<file path="src/design/lcdcur_pkg.sv">
// ----------------------------------------------------------------------------
// lcdcur_pkg
// shared types, codes and display constants for the character display
// cursor command sequencer
// ----------------------------------------------------------------------------
package lcdcur_pkg;

  // request codes
  localparam logic [2:0] REQ_PUT_CHAR  = 3'd0;
  localparam logic [2:0] REQ_CLEAR     = 3'd1;
  localparam logic [2:0] REQ_CLEAR_EOL = 3'd2;
  localparam logic [2:0] REQ_UP        = 3'd3;
  localparam logic [2:0] REQ_DOWN      = 3'd4;
  localparam logic [2:0] REQ_LEFT      = 3'd5;
  localparam logic [2:0] REQ_RIGHT     = 3'd6;
  localparam logic [2:0] REQ_SET_POS   = 3'd7;

  // write kinds
  localparam logic [1:0] KIND_INSTR = 2'd0;
  localparam logic [1:0] KIND_DATA  = 2'd1;
  localparam logic [1:0] KIND_NONE  = 2'd2;

  // display bytes
  localparam logic [7:0] CMD_CLEAR  = 8'h01;
  localparam logic [7:0] ADDR_LINE1 = 8'h80;
  localparam logic [7:0] ADDR_LINE2 = 8'hC0;
  localparam logic [7:0] SPACE_CHAR = 8'h20;

  // cursor positions
  localparam logic [5:0] POS_HOME      = 6'd0;
  localparam logic [5:0] POS_LINE2     = 6'd16;
  localparam logic [5:0] POS_LAST_CELL = 6'd31;
  localparam logic [5:0] POS_LINE1_END = 6'd15;
  localparam logic [3:0] COL_LAST      = 4'hF;

  typedef struct packed {
    logic [2:0] req_type;
    logic [7:0] char_code;
    logic       target_row;
    logic [3:0] target_column;
  } req_t;

  typedef struct packed {
    logic [1:0] write_kind;
    logic [7:0] out_byte;
    logic [5:0] cursor_now;
    logic       last;
  } rsp_t;

  // one result-producing step of the datapath
  typedef enum logic [3:0] {
    UOP_PUTC,
    UOP_WRAP,
    UOP_NOWRITE,
    UOP_CLR1,
    UOP_CLR2,
    UOP_SPACE,
    UOP_EOL_ADDR,
    UOP_UP,
    UOP_DOWN,
    UOP_LEFT,
    UOP_RIGHT
  } uop_e;

  typedef struct packed {
    logic load;   // capture request, preset space counter
    logic issue;  // produce one result into the output register
    uop_e uop;
    logic last;
  } dp_cmd_t;

  typedef struct packed {
    logic slot_free;
    logic past_end;
    logic at_line1_end;
    logic eol_last;
    logic need_down;
    logic need_up;
    logic col_gt;
    logic col_lt;
    logic col_near;
  } dp_status_t;

endpackage

</file>
<file path="src/design/lcdcur_dp.sv">
// ----------------------------------------------------------------------------
// lcdcur_dp
// cursor register, request register, space counter and result register
// ----------------------------------------------------------------------------
module lcdcur_dp (
  input  logic                   clk_i,
  input  logic                   rst_ni,
  input  lcdcur_pkg::req_t       in_data_i,
  input  lcdcur_pkg::dp_cmd_t    cmd_i,
  output lcdcur_pkg::dp_status_t status_o,
  output logic                   out_valid_o,
  input  logic                   out_ready_i,
  output lcdcur_pkg::rsp_t       out_data_o
);
  import lcdcur_pkg::*;

  logic [5:0] cursor_q, cursor_d;
  req_t       req_q;
  logic [3:0] cnt_q;
  logic       out_valid_q;
  rsp_t       out_q;

  logic [3:0] col, eff_col;
  logic       past;
  logic [1:0] kind;
  logic [7:0] byte_val;
  logic [7:0] cell_addr;

  assign col     = cursor_q[3:0];
  assign past    = cursor_q[5];
  assign eff_col = past ? 4'd0 : col;

  always_comb begin
    cursor_d = cursor_q;
    kind     = KIND_INSTR;
    byte_val = 8'h00;
    case (cmd_i.uop)
      UOP_PUTC: begin
        cursor_d = cursor_q + 6'd1;
        kind     = KIND_DATA;
        byte_val = req_q.char_code;
      end
      UOP_WRAP:     byte_val = ADDR_LINE2;
      UOP_NOWRITE:  kind = KIND_NONE;
      UOP_CLR1: begin
        cursor_d = POS_HOME;
        byte_val = CMD_CLEAR;
      end
      UOP_CLR2: begin
        cursor_d = POS_HOME;
        byte_val = ADDR_LINE1;
      end
      UOP_SPACE: begin
        kind     = KIND_DATA;
        byte_val = SPACE_CHAR;
      end
      UOP_EOL_ADDR: byte_val = (cursor_q[5] | cursor_q[4]) ? (ADDR_LINE2 | {4'h0, col})
                                                           : (ADDR_LINE1 | {4'h0, col});
      UOP_UP:    cursor_d = {2'b00, eff_col};
      UOP_DOWN:  cursor_d = POS_LINE2 + {2'b00, eff_col};
      UOP_LEFT:  cursor_d = (past || cursor_q == POS_HOME) ? POS_LAST_CELL : cursor_q - 6'd1;
      UOP_RIGHT: cursor_d = (cursor_q >= POS_LAST_CELL) ? POS_HOME : cursor_q + 6'd1;
      default: ;
    endcase
    cell_addr = cursor_d[4] ? (ADDR_LINE2 | {4'h0, cursor_d[3:0]})
                            : (ADDR_LINE1 | {4'h0, cursor_d[3:0]});
    if (cmd_i.uop == UOP_UP || cmd_i.uop == UOP_DOWN ||
        cmd_i.uop == UOP_LEFT || cmd_i.uop == UOP_RIGHT) begin
      byte_val = cell_addr;
    end
  end

  always_ff @(posedge clk_i or negedge rst_ni) begin
    if (!rst_ni) begin
      cursor_q    <= POS_HOME;
      out_valid_q <= 1'b0;
    end else begin
      if (cmd_i.issue) begin
        cursor_q    <= cursor_d;
        out_valid_q <= 1'b1;
      end else if (out_ready_i) begin
        out_valid_q <= 1'b0;
      end
    end
  end

  always_ff @(posedge clk_i) begin
    if (cmd_i.load) begin
      req_q <= in_data_i;
      cnt_q <= col;
    end else if (cmd_i.issue && cmd_i.uop == UOP_SPACE) begin
      cnt_q <= cnt_q + 4'd1;
    end
    if (cmd_i.issue) begin
      out_q.write_kind <= kind;
      out_q.out_byte   <= byte_val;
      out_q.cursor_now <= cursor_d;
      out_q.last       <= cmd_i.last;
    end
  end

  assign status_o.slot_free    = !out_valid_q || out_ready_i;
  assign status_o.past_end     = past;
  assign status_o.at_line1_end = (cursor_q == POS_LINE1_END);
  assign status_o.eol_last     = (cnt_q == COL_LAST);
  assign status_o.need_down    = req_q.target_row && (!cursor_q[4] || cursor_q[5]);
  assign status_o.need_up      = !req_q.target_row && (cursor_q[4] || cursor_q[5]);
  assign status_o.col_gt       = eff_col > req_q.target_column;
  assign status_o.col_lt       = eff_col < req_q.target_column;
  assign status_o.col_near     = (({1'b0, eff_col} + 5'd1) == {1'b0, req_q.target_column}) ||
                                 (({1'b0, req_q.target_column} + 5'd1) == {1'b0, eff_col});

  assign out_valid_o = out_valid_q;
  assign out_data_o  = out_q;

endmodule

</file>
<file path="src/design/lcdcur_ctrl.sv">
// ----------------------------------------------------------------------------
// lcdcur_ctrl
// command state machine, one datapath step per free output slot
// ----------------------------------------------------------------------------
module lcdcur_ctrl (
  input  logic                   clk_i,
  input  logic                   rst_ni,
  input  logic                   in_valid_i,
  output logic                   in_ready_o,
  input  logic [2:0]             req_type_i,
  input  lcdcur_pkg::dp_status_t status_i,
  output lcdcur_pkg::dp_cmd_t    cmd_o
);
  import lcdcur_pkg::*;

  typedef enum logic [3:0] {
    ST_IDLE,
    ST_PUTC,
    ST_WRAP,
    ST_CLR1,
    ST_CLR2,
    ST_SPACE,
    ST_EOL_ADDR,
    ST_MOVE,
    ST_SET_LINE,
    ST_SET_COL
  } state_e;

  state_e state_q, state_d;
  uop_e   move_q, move_d;

  assign in_ready_o = (state_q == ST_IDLE);

  always_comb begin
    state_d     = state_q;
    move_d      = move_q;
    cmd_o.load  = 1'b0;
    cmd_o.issue = 1'b0;
    cmd_o.uop   = UOP_NOWRITE;
    cmd_o.last  = 1'b1;
    case (state_q)
      ST_IDLE: begin
        if (in_valid_i) begin
          cmd_o.load = 1'b1;
          case (req_type_i)
            REQ_PUT_CHAR:  state_d = ST_PUTC;
            REQ_CLEAR:     state_d = ST_CLR1;
            REQ_CLEAR_EOL: state_d = ST_SPACE;
            REQ_UP: begin
              state_d = ST_MOVE;
              move_d  = UOP_UP;
            end
            REQ_DOWN: begin
              state_d = ST_MOVE;
              move_d  = UOP_DOWN;
            end
            REQ_LEFT: begin
              state_d = ST_MOVE;
              move_d  = UOP_LEFT;
            end
            REQ_RIGHT: begin
              state_d = ST_MOVE;
              move_d  = UOP_RIGHT;
            end
            REQ_SET_POS:   state_d = ST_SET_LINE;
            default:       state_d = ST_IDLE;
          endcase
        end
      end
      ST_PUTC: begin
        if (status_i.slot_free) begin
          cmd_o.issue = 1'b1;
          if (status_i.past_end) begin
            cmd_o.uop = UOP_NOWRITE;
            state_d   = ST_IDLE;
          end else begin
            cmd_o.uop  = UOP_PUTC;
            cmd_o.last = !status_i.at_line1_end;
            state_d    = status_i.at_line1_end ? ST_WRAP : ST_IDLE;
          end
        end
      end
      ST_WRAP: begin
        if (status_i.slot_free) begin
          cmd_o.issue = 1'b1;
          cmd_o.uop   = UOP_WRAP;
          state_d     = ST_IDLE;
        end
      end
      ST_CLR1: begin
        if (status_i.slot_free) begin
          cmd_o.issue = 1'b1;
          cmd_o.uop   = UOP_CLR1;
          cmd_o.last  = 1'b0;
          state_d     = ST_CLR2;
        end
      end
      ST_CLR2: begin
        if (status_i.slot_free) begin
          cmd_o.issue = 1'b1;
          cmd_o.uop   = UOP_CLR2;
          state_d     = ST_IDLE;
        end
      end
      ST_SPACE: begin
        if (status_i.slot_free) begin
          cmd_o.issue = 1'b1;
          cmd_o.uop   = UOP_SPACE;
          cmd_o.last  = 1'b0;
          if (status_i.eol_last) begin
            state_d = ST_EOL_ADDR;
          end
        end
      end
      ST_EOL_ADDR: begin
        if (status_i.slot_free) begin
          cmd_o.issue = 1'b1;
          cmd_o.uop   = UOP_EOL_ADDR;
          state_d     = ST_IDLE;
        end
      end
      ST_MOVE: begin
        if (status_i.slot_free) begin
          cmd_o.issue = 1'b1;
          cmd_o.uop   = move_q;
          state_d     = ST_IDLE;
        end
      end
      ST_SET_LINE: begin
        if (status_i.need_down || status_i.need_up) begin
          if (status_i.slot_free) begin
            cmd_o.issue = 1'b1;
            cmd_o.uop   = status_i.need_down ? UOP_DOWN : UOP_UP;
            // the column is unchanged by a line move
            cmd_o.last  = !status_i.col_gt && !status_i.col_lt;
            state_d     = cmd_o.last ? ST_IDLE : ST_SET_COL;
          end
        end else if (!status_i.col_gt && !status_i.col_lt) begin
          if (status_i.slot_free) begin
            cmd_o.issue = 1'b1;
            cmd_o.uop   = UOP_NOWRITE;
            state_d     = ST_IDLE;
          end
        end else begin
          state_d = ST_SET_COL;
        end
      end
      ST_SET_COL: begin
        if (status_i.slot_free) begin
          cmd_o.issue = 1'b1;
          cmd_o.uop   = status_i.col_gt ? UOP_LEFT : UOP_RIGHT;
          cmd_o.last  = status_i.col_near;
          if (status_i.col_near) begin
            state_d = ST_IDLE;
          end
        end
      end
      default: state_d = ST_IDLE;
    endcase
  end

  always_ff @(posedge clk_i or negedge rst_ni) begin
    if (!rst_ni) begin
      state_q <= ST_IDLE;
      move_q  <= UOP_UP;
    end else begin
      state_q <= state_d;
      move_q  <= move_d;
    end
  end

endmodule

</file>
<file path="src/design/char_lcd_cursor_command_sequencer.sv">
// ----------------------------------------------------------------------------
// char_lcd_cursor_command_sequencer
// cursor tracking and byte write sequencing for a 16x2 character display
// ----------------------------------------------------------------------------
// The block keeps the cursor of a two-line, sixteen-column character display
// (cells 0..31, 32 meaning run past the last cell) and turns each command into
// a sequence of result transfers, one display byte each, marked as instruction
// write, data write or no write, with the cursor after that byte and a last
// flag on the final transfer of the command. One command is handled at a time:
// a command is taken when the block is idle, then the controller produces one
// result per cycle into the output register while the output side keeps up.
// A command gives one result per display byte: one for a single move, two
// for clear, up to sixteen spaces and an address write for clear to end of
// line, and a line move plus up to fifteen column moves for set position.
// The sequencing state machine is what bounds the rate; output stalls hold
// it up.
// ----------------------------------------------------------------------------
module char_lcd_cursor_command_sequencer (
  input  logic             clk_i,
  input  logic             rst_ni,
  input  logic             in_valid_i,
  output logic             in_ready_o,
  input  lcdcur_pkg::req_t in_data_i,
  output logic             out_valid_o,
  input  logic             out_ready_i,
  output lcdcur_pkg::rsp_t out_data_o
);
  import lcdcur_pkg::*;

  // controller to datapath step command, datapath flags back
  dp_cmd_t    cmd;
  dp_status_t status;

  // state machine: picks one step per free output slot
  lcdcur_ctrl u_ctrl (
    .clk_i      (clk_i),
    .rst_ni     (rst_ni),
    .in_valid_i (in_valid_i),
    .in_ready_o (in_ready_o),
    .req_type_i (in_data_i.req_type),
    .status_i   (status),
    .cmd_o      (cmd)
  );

  // cursor, request capture, space counter and the output register
  lcdcur_dp u_dp (
    .clk_i       (clk_i),
    .rst_ni      (rst_ni),
    .in_data_i   (in_data_i),
    .cmd_i       (cmd),
    .status_o    (status),
    .out_valid_o (out_valid_o),
    .out_ready_i (out_ready_i),
    .out_data_o  (out_data_o)
  );

endmodule

</file>
<file path="config.mk">
export PLATFORM = sky130hd
export DESIGN_NAME = char_lcd_cursor_command_sequencer
export DESIGN_NICKNAME = d
export VERILOG_FILES = /design/src/design/lcdcur_pkg.sv /design/src/design/lcdcur_dp.sv /design/src/design/lcdcur_ctrl.sv /design/src/design/char_lcd_cursor_command_sequencer.sv
export SDC_FILE = /design/constraint.sdc
export NUM_CORES = 1
export LEC_CHECK = 0
export ABC_CLOCK_PERIOD_IN_PS = 4600
export BUFFER_PORTS_ARGS = -buffer_cell sky130_fd_sc_hd__buf_2
export CORE_ASPECT_RATIO = 1.25
export CORE_MARGIN = 2
export CORE_UTILIZATION = 51
export CTS_CLUSTER_SIZE = 10
export DETAILED_ROUTE_END_ITERATION = 8
export PLACE_DENSITY = 0.81
export SLEW_MARGIN = 10
export SYNTH_ARGS = -nofsm -noshare
export SYNTH_HDL_FRONTEND = slang
export SYNTH_SLANG_ARGS = --single-unit
</file>
<file path="constraint.sdc">
create_clock -name clk_i -period 4.6 [get_ports clk_i]
set_input_delay 0.23 -clock clk_i [delete_from_list [all_inputs] [get_ports clk_i]]
set_output_delay 0.23 -clock clk_i [all_outputs]
set_load 0.02 [all_outputs]
</file>
==> metrics.md, run 1 <==
| Metric | Value |
|---|---|
| Power, Total | 2.721 mW |
| IO Port Bufs | 38 |
| Layout cell share with drive strength beyond 1 | 14.29% |
| Largest stage delay, worst path | 920 ps |
| Residual DRC count | 0 |
| Fmax | 259.8 MHz |
| Cell Pwr Density | 749.2 mW/mm^2 |
| YS warnings | 0 |
| Routed WL | 8.383 mm |
| Worst hold margin | 90.63 ps |
| Total gr overflow | 0 |
| Setup TNS | 0 ps |
| Fin util | 58.15% |
| CTS Buf Count | 5 |
| Max-Cap Viols | 0 |
| Final HPWL from detailed placement | 6.068 mm |
| Row count | 32 |
| CP top delay family | compound AO/OA/AOI/OAI gates |
| Fillers | 579 |
| #FFs+latches synth | 49 |
| Switch Pwr | 1.320 mW |
| Sequential Power Share | 33.8% |
| GR Util met1 | 29.72% |
| Maximum vdd drop | 0.3804 mV |
| Dominant cells by area after synthesis | edfxtp_1, dfrtp_1, nand2_1 |
| Initial DRC count | 300 |
| Worst-margin pin slew | 864.9 ps |
| Vias post-DR | 3049 |
| Syn Inst Count | 374 |
| N_diodes | 0 |
| Met2 usage | 41.81% |
| Largest net degree at the start of global routing | 30 |
| Root buffer cell | clkbuf_8 |
| Die area | 0.007184 sq mm |
| Max Root-Sink Buffers | 2 |
| Buf/Inv on CP | 0 |
| Initial Utilization | 53.23% |
| First-pass GRT wire length | 13.81 mm |
| Total GRT Usage | 24.18% |
| CP Capture Type | register |
| Unrepaired setup endpoints after global routing | false |
| Fraction of synthesis flops using an asynchronous set or reset pin | 30.61% |
| Pleak | 1.404 nW |
| Design area | 0.003632 sq mm |
| Setup Viol. Count Final | 0 |
| CORE AREA | 0.006246 sq mm |
| Sequential area share after synthesis | 42.12% |
| Syn Nets | 401 |
| DIE HEIGHT | 94.27 microns |
| Wirelength per Cell | 17.32 microns |
| Relative max-transition margin | 42.34% |
| WP data required | 4660 ps |
| Largest area contributor in the netlist | edfxtp_1 |
| Clock skew | 11.25 ps |
| Layout overhead on the synthesized area | 9.258% |
| Initial antenna violation count | 0 |
| Share of power burned in combinational logic | 56.6% |
| CTS clk-pin slew, worst paths | 100 ps |
| Clock Power Share | 9.6% |
| Run status | finished clean |
| Slowest CP cell | dfrtp_1 |
| Critical Path AT | 3900 ps |
| Global placement routability congestion | 0.9235 |
| Vias in the first global route | 2912 |
| Nets | 425 |
| Cell Area, Placed | 0.003536 sq mm |
| CTS tree | built |
| Yosys top cell area share | 30.71% |
| Via density | 6.300 |
| Final Hold Viols | 0 |
| H-tree levels | 2 |
| Crit-path cells | nor2b_1, ha_1, and2_1, nand4_1, a21oi_1, or2_1, o22ai_1, o31ai_1, o211ai_1 |
| Final Slew Violations | 0 |
| Crit-path max FO | 29 |
| Avg Cell Area, Syn | 8.889 sq um |
| Clk_lat worst skew | 310 ps |
| Fin crit share | 83.69% |
| TritonRoute pass-1 iters | 7 |
| IO Count | 39 |
| Post-route minimum period | 3850 ps |
| Multi-input gate area | 0.001775 sq mm |
| Yosys cell types | 67 |
| Post-route ant nets | 0 |
| Chip width | 76.22 microns |
| CP Launch Type | register |
| Synthesized cell area | 0.003324 sq mm |
| Met3 global-route usage | 4.327% |
| Register area | 0.001400 sq mm |
| Gr busiest metal | met2 |
| Worst Hold Class | in -> reg |
| Number of flops mapped to enable cells by yosys | 34 |
| P_int | 1.401 mW |
| Sw Share | 48.53% |
| Crit Path Class | reg -> reg |
| Flop-to-flop setup slack | 750 ps |
| Clk sinks | 49 |
| Dominant synthesized flop cell | edfxtp_1 |
[kinds of logic (layout without fill, tap and decap cells)]
family                   after synthesis  in the layout  share of synthesized area [%]
AND/OR/NAND/NOR                      147            147                          22.47
AO/OA/AOI/OAI                        120            120                          24.58
flip-flops                            49             49                          42.12
buffers and inverters                 37             62                          4.479
XOR/XNOR                              13             13                          3.425
adder cells (fa/ha/maj)                8              8                          2.936
[layout by cell type, fill, tap and decap left out, types with 10 or more instances in the layout]
cell      Yosys  final
o211ai_1     12     12
edfxtp_1     34     34
inv_1        12     12
o21ai_0      20     20
nand2_1      37     37
a21oi_1      26     26
nor2_1       34     34
buf_2         5     38
a31oi_1      10     10
nand3_1      22     22
nor3_1       10     10
dfrtp_1      12     12
[worst paths after layout]
| kind | from | endpoint | cells after the start |
|---|---|---|---|
| max reg2reg | u_dp.cursor_q[5] | u_dp.out_data_o[6] | 9 |
| min reg2reg | u_dp.req_q[9] | u_dp.out_data_o[11] | 1 |
| min | in_data_i[3] | u_dp.req_q[3] | 1 |
| min in group asynchronous | rst_ni | u_dp.cursor_q[1] | 2 |
| max in group asynchronous | rst_ni | u_ctrl.move_q[0] | 2 |
| max | u_dp.cursor_q[5] | u_dp.out_data_o[6] | 9 |
[Yosys cell counts (3+ instances only)]
master and instances:
nand2_1 37, a31oi_1 10, a2bb2oi_1 3, a32oi_1 3, o211ai_1 12, o21ai_0 20
xnor2_1 9, nor3_1 10, ha_1 7, nor2_1 34, a211oi_1 5, nor3b_1 3
xor2_1 4, dfstp_2 3, buf_2 5, and2_1 4, clkbuf_1 16, dfrtp_1 12
a22oi_1 5, nand4_1 3, nand2b_1 8, o22ai_1 5, nand3_1 22, a21oi_1 26
edfxtp_1 34, inv_1 12, nor2b_1 8, or3_1 3
[sequential cells by signal, summed over array words and instances, names as in the netlist]
signal and flops:
u_dp.cursor_q 6, u_ctrl.state_q 4, u_dp.req_q 13, u_dp.out_data_o 17, u_ctrl.move_q 4, u_dp.cnt_q 4
u_dp.out_valid_o 1
[final cells by class]
| type | count | area share, % |
|---|---|---|
| inverters | 13 | 1.343 |
| clock inverters | 2 | 0.3789 |
| flip-flops and latches | 49 | 38.55 |
| repair buffers | 41 | 5.925 |
| clock buffers | 6 | 1.998 |
| well taps | 85 | 2.928 |
| multi-input cells | 288 | 48.88 |
[layer usage]
layer	vias up	wire (microns)	part of all wire (%)
li1	1466	-	-
met1	1435	3404	41
met2	125	4230	50
met3	23	507	6.0
met4	0	240	2.9
met5	-	0	0
[through the flow]
step	cells	setup WS [ps]
2_1_floorplan	374	1392
3_3_place_gp	475	1009
3_5_place_dp	475	924.2
4_1_cts	484	905.0
5_1_grt	484	408.1
6_report	484	750.5
[worst register-to-register path, stage by stage, from the launching register on]
cell and delay [ps]:
dfrtp_1 920, nor2b_1 270, ha_1 360, and2_1 170, nand4_1 100, a21oi_1 570
or2_1 390, o22ai_1 270, o31ai_1 410, o211ai_1 140
[power groups by stage]
stage	Combinational, mW	Sequential (mW)	Clock (mW)
after detailed placement	1.52	0.921	0
after global placement	1.49	0.916	0
after CTS	1.52	0.912	0.260
final	1.54	0.920	0.261
after global routing	1.72	0.944	0.278
after floorplan	1.17	0.902	0
[timing repair]
action | CTS | global route
hold buffers | 1 | 0
hold endpoints to repair | 12 | 0
buffers inserted | 0 | 0
resized for setup | 0 | 0
Note: power is estimated with default switching activity, not from simulation.
==> inputs of run 2 (changes only) <==
--- a/config.mk
+++ b/config.mk
@@ -5,14 +5,14 @@
 export SDC_FILE = /design/constraint.sdc
 export NUM_CORES = 1
 export LEC_CHECK = 0
-export ABC_CLOCK_PERIOD_IN_PS = 4600
+export ABC_CLOCK_PERIOD_IN_PS = 3500
 export BUFFER_PORTS_ARGS = -buffer_cell sky130_fd_sc_hd__buf_2
 export CORE_ASPECT_RATIO = 1.25
 export CORE_MARGIN = 2
 export CORE_UTILIZATION = 51
 export CTS_CLUSTER_SIZE = 10
 export DETAILED_ROUTE_END_ITERATION = 8
-export PLACE_DENSITY = 0.81
+export PLACE_DENSITY = 0.84
 export SLEW_MARGIN = 10
 export SYNTH_ARGS = -nofsm -noshare
 export SYNTH_HDL_FRONTEND = slang
==> constraint.sdc (replaced) <==
create_clock -name clk_i -period 3.5 [get_ports clk_i]
set_input_delay 0.175 -clock clk_i [delete_from_list [all_inputs] [get_ports clk_i]]
set_output_delay 0.175 -clock clk_i [all_outputs]
set_load 0.02 [all_outputs]
==> run 2 against run 1 <==
Combinational power is 48% higher. Setup slack worse by 520 ps. Clock skew is 2.0 ps higher. Sequential cell count stayed put. Count of clock-buffer cells in the layout stayed put. Cell area is 4.6% higher. Register-to-register slack worse by 520 ps. Power is 41% higher.
==> metrics.md, run 2 (synthesized netlist as in run 1, its figures left out) <==
| Metric | Value |
|---|---|
| Clk sinks | 49 (unchanged) |
| HP Start | in_data_i[2] (was in_data_i[3]) |
| Critical Path AT | 3310 ps (was 3900 ps) |
| Setup Viol. Count Final | 0 (unchanged) |
| CORE AREA | 0.006246 sq mm (unchanged) |
| DIE HEIGHT | 94.27 microns (unchanged) |
| CP Capture Type | register (unchanged) |
| FF-to-FF End | u_dp.out_data_o[5] (was u_dp.out_data_o[6]) |
| Initial Utilization | 53.23% (unchanged) |
| Final Hold Viols | 0 (unchanged) |
| WP data required | 3550 ps (was 4660 ps) |
| Final Slew Violations | 0 (unchanged) |
| Max-Cap Viols | 0 (unchanged) |
| Worst-margin pin slew | 714.1 ps (was 864.9 ps) |
| Via density | 6.204 (was 6.300) |
| Post-route minimum period | 3266 ps (was 3850 ps) |
| Run status | finished clean (unchanged) |
| Unrepaired setup endpoints after global routing | false (unchanged) |
| Crit-path cells | buf_4, nor2b_1, ha_1, and2_1, a311oi_1, a21oi_1, o211ai_1, nand2b_1, a211oi_1, o21ai_0 (was nor2b_1, ha_1, and2_1, nand4_1, a21oi_1, or2_1, o22ai_1, o31ai_1, o211ai_1) |
| Fmax | 306.2 MHz (was 259.8 MHz) |
| Pleak | 1.504 nW (was 1.404 nW) |
| Chip width | 76.22 microns (unchanged) |
| Vias post-DR | 3108 (was 3049) |
| Commonest non-fill, non-tap cell in the layout | buf_2 (unchanged) |
| Layout cell share with drive strength beyond 1 | 18.03% (was 14.29%) |
| Crit-path max FO | 9 (was 29) |
| Routed WL | 8.763 mm (was 8.383 mm) |
| First-pass GRT wire length | 14.39 mm (was 13.81 mm) |
| Critical R2R Launch | u_dp.cursor_q[5] (unchanged) |
| CP Launch Type | register (unchanged) |
| Fillers | 562 (was 579) |
| Residual DRC count | 0 (unchanged) |
| Largest stage delay, worst path | 490 ps (was 920 ps) |
| Largest net degree at the start of global routing | 20 (was 30) |
| Fin worst setup slack | 233.7 ps (was 750.5 ps) |
| Setup Slack @ Placement | 312.0 ps (was 924.2 ps) |
| Global placement routability congestion | 0.9390 (was 0.9235) |
| Commonest cells after routing, fill and taps aside | buf_2, nand2_1, nor2_1, edfxtp_1, a21oi_1 (unchanged) |
| Initial antenna violation count | 0 (unchanged) |
| Slowest CP cell | dfrtp_1 (unchanged) |
| IO Port Bufs | 38 (unchanged) |
| Total GRT Usage | 25.39% (was 24.18%) |
| Row count | 32 (unchanged) |
| CTS Buf Count | 5 (unchanged) |
| Clk_lat worst skew | 310 ps (about the same) |
| IO Count | 39 (unchanged) |
| Flop-to-flop setup slack | 230 ps (was 750 ps) |
| H-tree levels | 2 (unchanged) |
| Maximum vdd drop | 0.4799 mV (was 0.3804 mV) |
| Max FFs per register | 17 (unchanged) |
| CTS tree | built (unchanged) |
| Initial DRC count | 279 (was 300) |
| Crit Path Class | reg -> reg (unchanged) |
| Buf/Inv on CP | 1 (was 0) |
| Hold path depth | 1 (unchanged) |
| CTS clk-pin slew, worst paths | 100 ps (about the same) |
| Relative max-transition margin | 52.39% (was 42.34%) |
| Root buffer cell | clkbuf_8 (unchanged) |
| TritonRoute pass-1 iters | 5 (was 7) |
| Max Root-Sink Buffers | 2 (unchanged) |
| Final HPWL from detailed placement | 6.667 mm (was 6.068 mm) |
| N_diodes | 0 (unchanged) |
| CP top delay family | compound AO/OA/AOI/OAI gates (unchanged) |
| Die area | 0.007184 sq mm (unchanged) |
| Clock skew | 13.22 ps (was 11.25 ps) |
| Total gr overflow | 0 (unchanged) |
| Cell Pwr Density | 1008 mW/mm^2 (was 749.2 mW/mm^2) |
| Post-CTS Setup Inserts | 0 (unchanged) |
| FF-to-FF path depth | 10 (was 9) |
| Worst Hold Class | in -> reg (unchanged) |
| Fin crit share | 93.32% (was 83.69%) |
| Layout overhead on the synthesized area | 14.26% (was 9.258%) |
| Vias in the first global route | 3010 (was 2912) |
| Worst hold endpoint | u_dp.req_q[2] (was u_dp.req_q[3]) |
| Wirelength per Cell | 17.49 microns (was 17.32 microns) |
| Nets | 442 (was 425) |
| Post-route ant nets | 0 (unchanged) |
| Setup TNS | 0 ps (unchanged) |
[run 2: cell types whose count changed in the layout (fill, tap and decap cells not counted)]
| cell | previous run | this run |
|---|---|---|
| buf_4 | 2 | 19 |
| bufinv_16 | 0 | 1 |
| clkinv_2 | 1 | 0 |
| clkinv_4 | 0 | 1 |
| inv_6 | 1 | 0 |
| nor2b_1 | 8 | 7 |
| nor2b_2 | 0 | 1 |
| o221ai_2 | 1 | 0 |
| o221ai_4 | 0 | 1 |
[run 2: worst max path at each step]
stage,cells past startpoint,start,to,slack (ps)
after detailed placement,10,u_dp.cursor_q[5],u_dp.out_data_o[6],310
final,10,u_dp.cursor_q[5],u_dp.out_data_o[5],230
after global placement,8,u_dp.cursor_q[5],u_dp.cnt_q[1],420
after floorplan,12,u_dp.cursor_q[0],u_dp.out_data_o[1],290
after global routing,11,u_dp.cursor_q[5],u_dp.out_data_o[6],30
after CTS,10,u_dp.cursor_q[5],u_dp.out_data_o[6],310
[run 2: power breakdown]
group / total (mW) / internal [mW] / switching [mW]
clock network: 0.421 / 0.215 / 0.206
logic: 2.28 / 0.871 / 1.41
registers: 1.13 / 0.950 / 0.182
total: 3.83 / 2.04 / 1.79
[run 2: timing repair]
item | CTS | global route
setup endpoints to repair | 0 | 1
gates resized for setup | 0 | 2
hold buffers | 1 | 0
hold endpoints to repair | 12 | 0
[run 2: through the flow]
stage | total power, mW | utilization, % | hold slack (ps) | std cells | instance area, sq um
5_1_grt | 4.117 | 60.82 | 20.52 | 501 | 3799
6_report | 3.830 | 60.82 | 31.46 | 501 | 3799
3_5_place_dp | 3.363 | 58.65 | 126.8 | 492 | 3664
3_3_place_gp | 3.320 | 58.65 | 126.6 | 492 | 3664
4_1_cts | 3.784 | 60.60 | 28.48 | 501 | 3785
2_1_floorplan | 2.729 | - | -120.6 | 374 | 3324
[run 2: cell type report]
type | count | area (sq um) | area share (%)
well taps | 85 | 106.4 | 2.800
clock inverters | 2 | 38.79 | 1.021
inverters | 13 | 48.80 | 1.285
repair buffers | 58 | 342.8 | 9.025
multi-input cells | 288 | 1789 | 47.10
flip-flops and latches | 49 | 1400 | 36.86
clock buffers | 6 | 72.57 | 1.910
[run 2: layer usage]
metal	track usage (%)	share of wire [%]	wire length [microns]
met5	0	0	0
met1	29.04	40	3495
met3	3.654	5.5	486
met4	10.30	3.0	264
met2	47.49	52	4516
==> inputs of run 3 (changes only) <==
--- a/config.mk
+++ b/config.mk
@@ -16,4 +16,5 @@
 export SLEW_MARGIN = 10
 export SYNTH_ARGS = -nofsm -noshare
 export SYNTH_HDL_FRONTEND = slang
+export SYNTH_HIERARCHICAL = 1
 export SYNTH_SLANG_ARGS = --single-unit
==> run 3 against run 2 <==
Global-route usage is 0.69 points lower. Worst hold slack better by 6.0 ps. Register-to-register slack worse by 50 ps. Critical path depth is 7 higher. Largest cell class unchanged. Largest power group unchanged.
==> metrics.md, run 3 <==
| Metric | Value |
|---|---|
| Run status | finished clean (unchanged) |
| Largest net degree at the start of global routing | 26 (was 20) |
| Layout cell share with drive strength beyond 1 | 23.74% (was 18.03%) |
| Syn Inst Count | 370 (was 374) |
| Residual DRC count | 0 (unchanged) |
| Unrepaired setup endpoints after global routing | true (was false) |
| TritonRoute pass-1 iters | 5 (unchanged) |
| CP top delay family | compound AO/OA/AOI/OAI gates (unchanged) |
| Critical Path AT | 3380 ps (was 3310 ps) |
| Chip width | 77.01 microns (was 76.22 microns) |
| Maximum vdd drop | 0.5280 mV (was 0.4799 mV) |
| CP Capture Type | register (unchanged) |
| Synth top cells by count | edfxtp_1, nand2_1, nor2_1 (was nand2_1, edfxtp_1, nor2_1) |
| Commonest non-fill, non-tap cell in the layout | buf_2 (unchanged) |
| Fraction of synthesis flops using an asynchronous set or reset pin | 30.61% (unchanged) |
| CTS clk-pin slew, worst paths | 100 ps (about the same) |
| Number of flops mapped to enable cells by yosys | 34 (unchanged) |
| Clock skew | 6.205 ps (was 13.22 ps) |
| First-pass GRT wire length | 14.14 mm (was 14.39 mm) |
| Vias in the first global route | 2883 (was 3010) |
| Clk sinks | 49 (unchanged) |
| Slowest CP cell | dfrtp_1 (unchanged) |
| Crit-path max FO | 21 (was 9) |
| Fin crit share | 94.66% (was 93.32%) |
| Final HPWL from detailed placement | 6.711 mm (was 6.667 mm) |
| Initial Utilization | 52.09% (was 53.23%) |
| Total gr overflow | 0 (unchanged) |
| Max FFs per register | 17 (unchanged) |
| CTS Buf Count | 5 (unchanged) |
| Dominant synthesized flop cell | edfxtp_1 (unchanged) |
| Relative max-transition margin | 66.13% (was 52.39%) |
| Root buffer cell | clkbuf_8 (unchanged) |
| Cell total after placement | 494 (was 492) |
| Most frequent cell after synthesis | edfxtp_1 (was nand2_1) |
| Yosys cell types | 77 (was 67) |
| Initial DRC count | 230 (was 279) |
| CTS tree | built (unchanged) |
| Crit-path cells | buf_4, nor2b_1, ha_1, o21ai_0, nand2b_1, a21oi_1, a41oi_1, a21oi_1, nor2_1, nor2_1, nor2_1, buf_12, and4bb_1, o31a_1, a211oi_2, o31ai_2, a21o_1 (was buf_4, nor2b_1, ha_1, and2_1, a311oi_1, a21oi_1, o211ai_1, nand2b_1, a211oi_1, o21ai_0) |
| YS warnings | 6 (was 0) |
| Final Hold Viols | 0 (unchanged) |
| N_diodes | 0 (unchanged) |
| Worst Hold Class | in -> reg (unchanged) |
| Initial antenna violation count | 0 (unchanged) |
| Yosys top cell area share | 30.04% (was 30.71%) |
| IO Port Bufs | 38 (unchanged) |
| CP Launch Point | u_dp/cursor_q[5] (was u_dp.cursor_q[5]) |
| HP Start | in_data_i[2] (unchanged) |
| Max-Cap Viols | 0 (unchanged) |
| Pleak | 1.629 nW (was 1.504 nW) |
| Fin cells | 504 (was 501) |
| Global placement routability congestion | 0.9650 (was 0.9390) |
| Synthesized cell area | 0.003398 sq mm (was 0.003324 sq mm) |
| WP data required | 3570 ps (was 3550 ps) |
| Wirelength per Cell | 17.42 microns (was 17.49 microns) |
| Max Root-Sink Buffers | 2 (unchanged) |
| H-tree levels | 2 (unchanged) |
| Fmax | 301.8 MHz (was 306.2 MHz) |
| Buf/Inv on CP | 2 (was 1) |
| CP Launch Type | register (unchanged) |
| Fillers | 600 (was 562) |
| Post-route minimum period | 3313 ps (was 3266 ps) |
| Syn Nets | 400 (was 401) |
| Routed WL | 8.780 mm (was 8.763 mm) |
| Setup Slack @ Placement | 190.3 ps (was 312.0 ps) |
| Multi-input gate area | 0.001822 sq mm (was 0.001789 sq mm) |
| Clk_lat worst skew | 300 ps (was 310 ps) |
| Largest stage delay, worst path | 410 ps (was 490 ps) |
| Via density | 6.187 (was 6.204) |
| CORE AREA | 0.006524 sq mm (was 0.006246 sq mm) |
| Layout overhead on the synthesized area | 16.42% (was 14.26%) |
| Most frequent cell on the critical path | nor2_1 |
| DIE HEIGHT | 95.27 microns (was 94.27 microns) |
| Final Slew Violations | 0 (unchanged) |
| Dominant cells by area after synthesis | edfxtp_1, dfrtp_1, ha_1 (was edfxtp_1, dfrtp_1, nand2_1) |
| Crit Path Class | reg -> reg (unchanged) |
| Register area | 0.001400 sq mm (unchanged) |
| Sequential area share after synthesis | 41.20% (was 42.12%) |
| IO Count | 39 (unchanged) |
| Vias post-DR | 3118 (was 3108) |
| Total GRT Usage | 24.70% (was 25.39%) |
| Avg Cell Area, Syn | 9.184 sq um (was 8.889 sq um) |
| Commonest cells after routing, fill and taps aside | buf_2, edfxtp_1, nand2_1, nor2_1, buf_4 (was buf_2, nand2_1, nor2_1, edfxtp_1, a21oi_1) |
| Fin worst setup slack | 187.0 ps (was 233.7 ps) |
| Setup Viol. Count Final | 0 (unchanged) |
| Nets | 446 (was 442) |
| Worst-margin pin slew | 503.8 ps (was 714.1 ps) |
| Row count | 33 (was 32) |
| Largest area contributor in the netlist | edfxtp_1 (unchanged) |
| #FFs+latches synth | 49 (unchanged) |
| Critical R2R Launch | u_dp/cursor_q[5] (was u_dp.cursor_q[5]) |
| Cell Pwr Density | 952.3 mW/mm^2 (was 1008 mW/mm^2) |
| Die area | 0.007336 sq mm (was 0.007184 sq mm) |
| Post-route ant nets | 0 (unchanged) |
==> run 3: stage by stage <==
stage          total power, mW  cell area, sq um  setup TNS (ps)  hold WS, ps  utilization (%)
2_1_floorplan            2.588              3402               0       -120.6                -
3_3_place_gp             3.183              3775               0        119.6            57.86
3_5_place_dp             3.231              3775               0        114.7            57.86
4_1_cts                  3.660              3901               0        27.62            59.80
5_1_grt                  4.026              3956          -12.72        21.16            60.64
6_report                 3.767              3956               0        37.45            60.64
==> run 3: final timing paths <==
kind | to | slack, ps | cells past startpoint
max reg2reg | u_dp/out_data_o[4] | 190 | 17
min | u_dp/req_q[2] | 40 | 1
min reg2reg | u_ctrl/move_q[2] | 480 | 2
min in group asynchronous | u_ctrl/state_q[3] | 310 | 2
max in group asynchronous | u_ctrl/move_q[1] | 2880 | 2
max | u_dp/out_data_o[4] | 190 | 17
==> run 3: cells by family after synthesis <==
| kind of cell | after synthesis | share of synthesized area [%] |
|---|---|---|
| buffers and inverters | 47 | 6.333 |
| AO/OA/AOI/OAI | 111 | 23.38 |
| multiplexers | 3 | 0.9573 |
| AND/OR/NAND/NOR | 139 | 21.61 |
| XOR/XNOR | 11 | 2.835 |
| adder cells (fa/ha/maj) | 10 | 3.682 |
| flip-flops | 49 | 41.20 |
==> run 3: worst reg2reg max path, cell delays in order, from the launching register on <==
cell and delay [ps]:
dfrtp_1 410, buf_4 190, nor2b_1 210, ha_1 290, o21ai_0 80, nand2b_1 70
a21oi_1 200, a41oi_1 90, a21oi_1 170, nor2_1 50, nor2_1 80, nor2_1 70
buf_12 160, and4bb_1 280, o31a_1 150, a211oi_2 290, o31ai_2 120, a21o_1 160
==> run 3: area by class of cell <==
class / instances / area share, %
clock buffers: 5 / 1.739
clock inverters: 3 / 1.202
inverters: 23 / 2.309
multi-input cells: 274 / 46.05
flip-flops and latches: 49 / 35.39
well taps: 87 / 2.751
repair buffers: 63 / 10.56
==> run 3: what timing repair did <==
action | 4_1_cts | 5_1_grt
buffers inserted | 0 | 1
hold endpoints to repair | 12 | 0
endpoints found under the setup margin | 0 | 14
gates resized for setup | 0 | 8
hold buffers | 1 | 0
==> run 3: layer usage <==
layer	up-vias	share of wire [%]	GRT usage [%]
met2	151	50	42.84
met5	-	0	0
li1	1474	-	-
met1	1457	39	28.55
met3	36	5.6	4.261
met4	0	5.6	15.63
==> run 3: where the power goes <==
part	leakage [nW]	internal (mW)	switching, mW	total, mW
logic	1.06	0.899	1.38	2.28
registers	0.513	0.938	0.129	1.07
clock network	0.0591	0.218	0.201	0.420
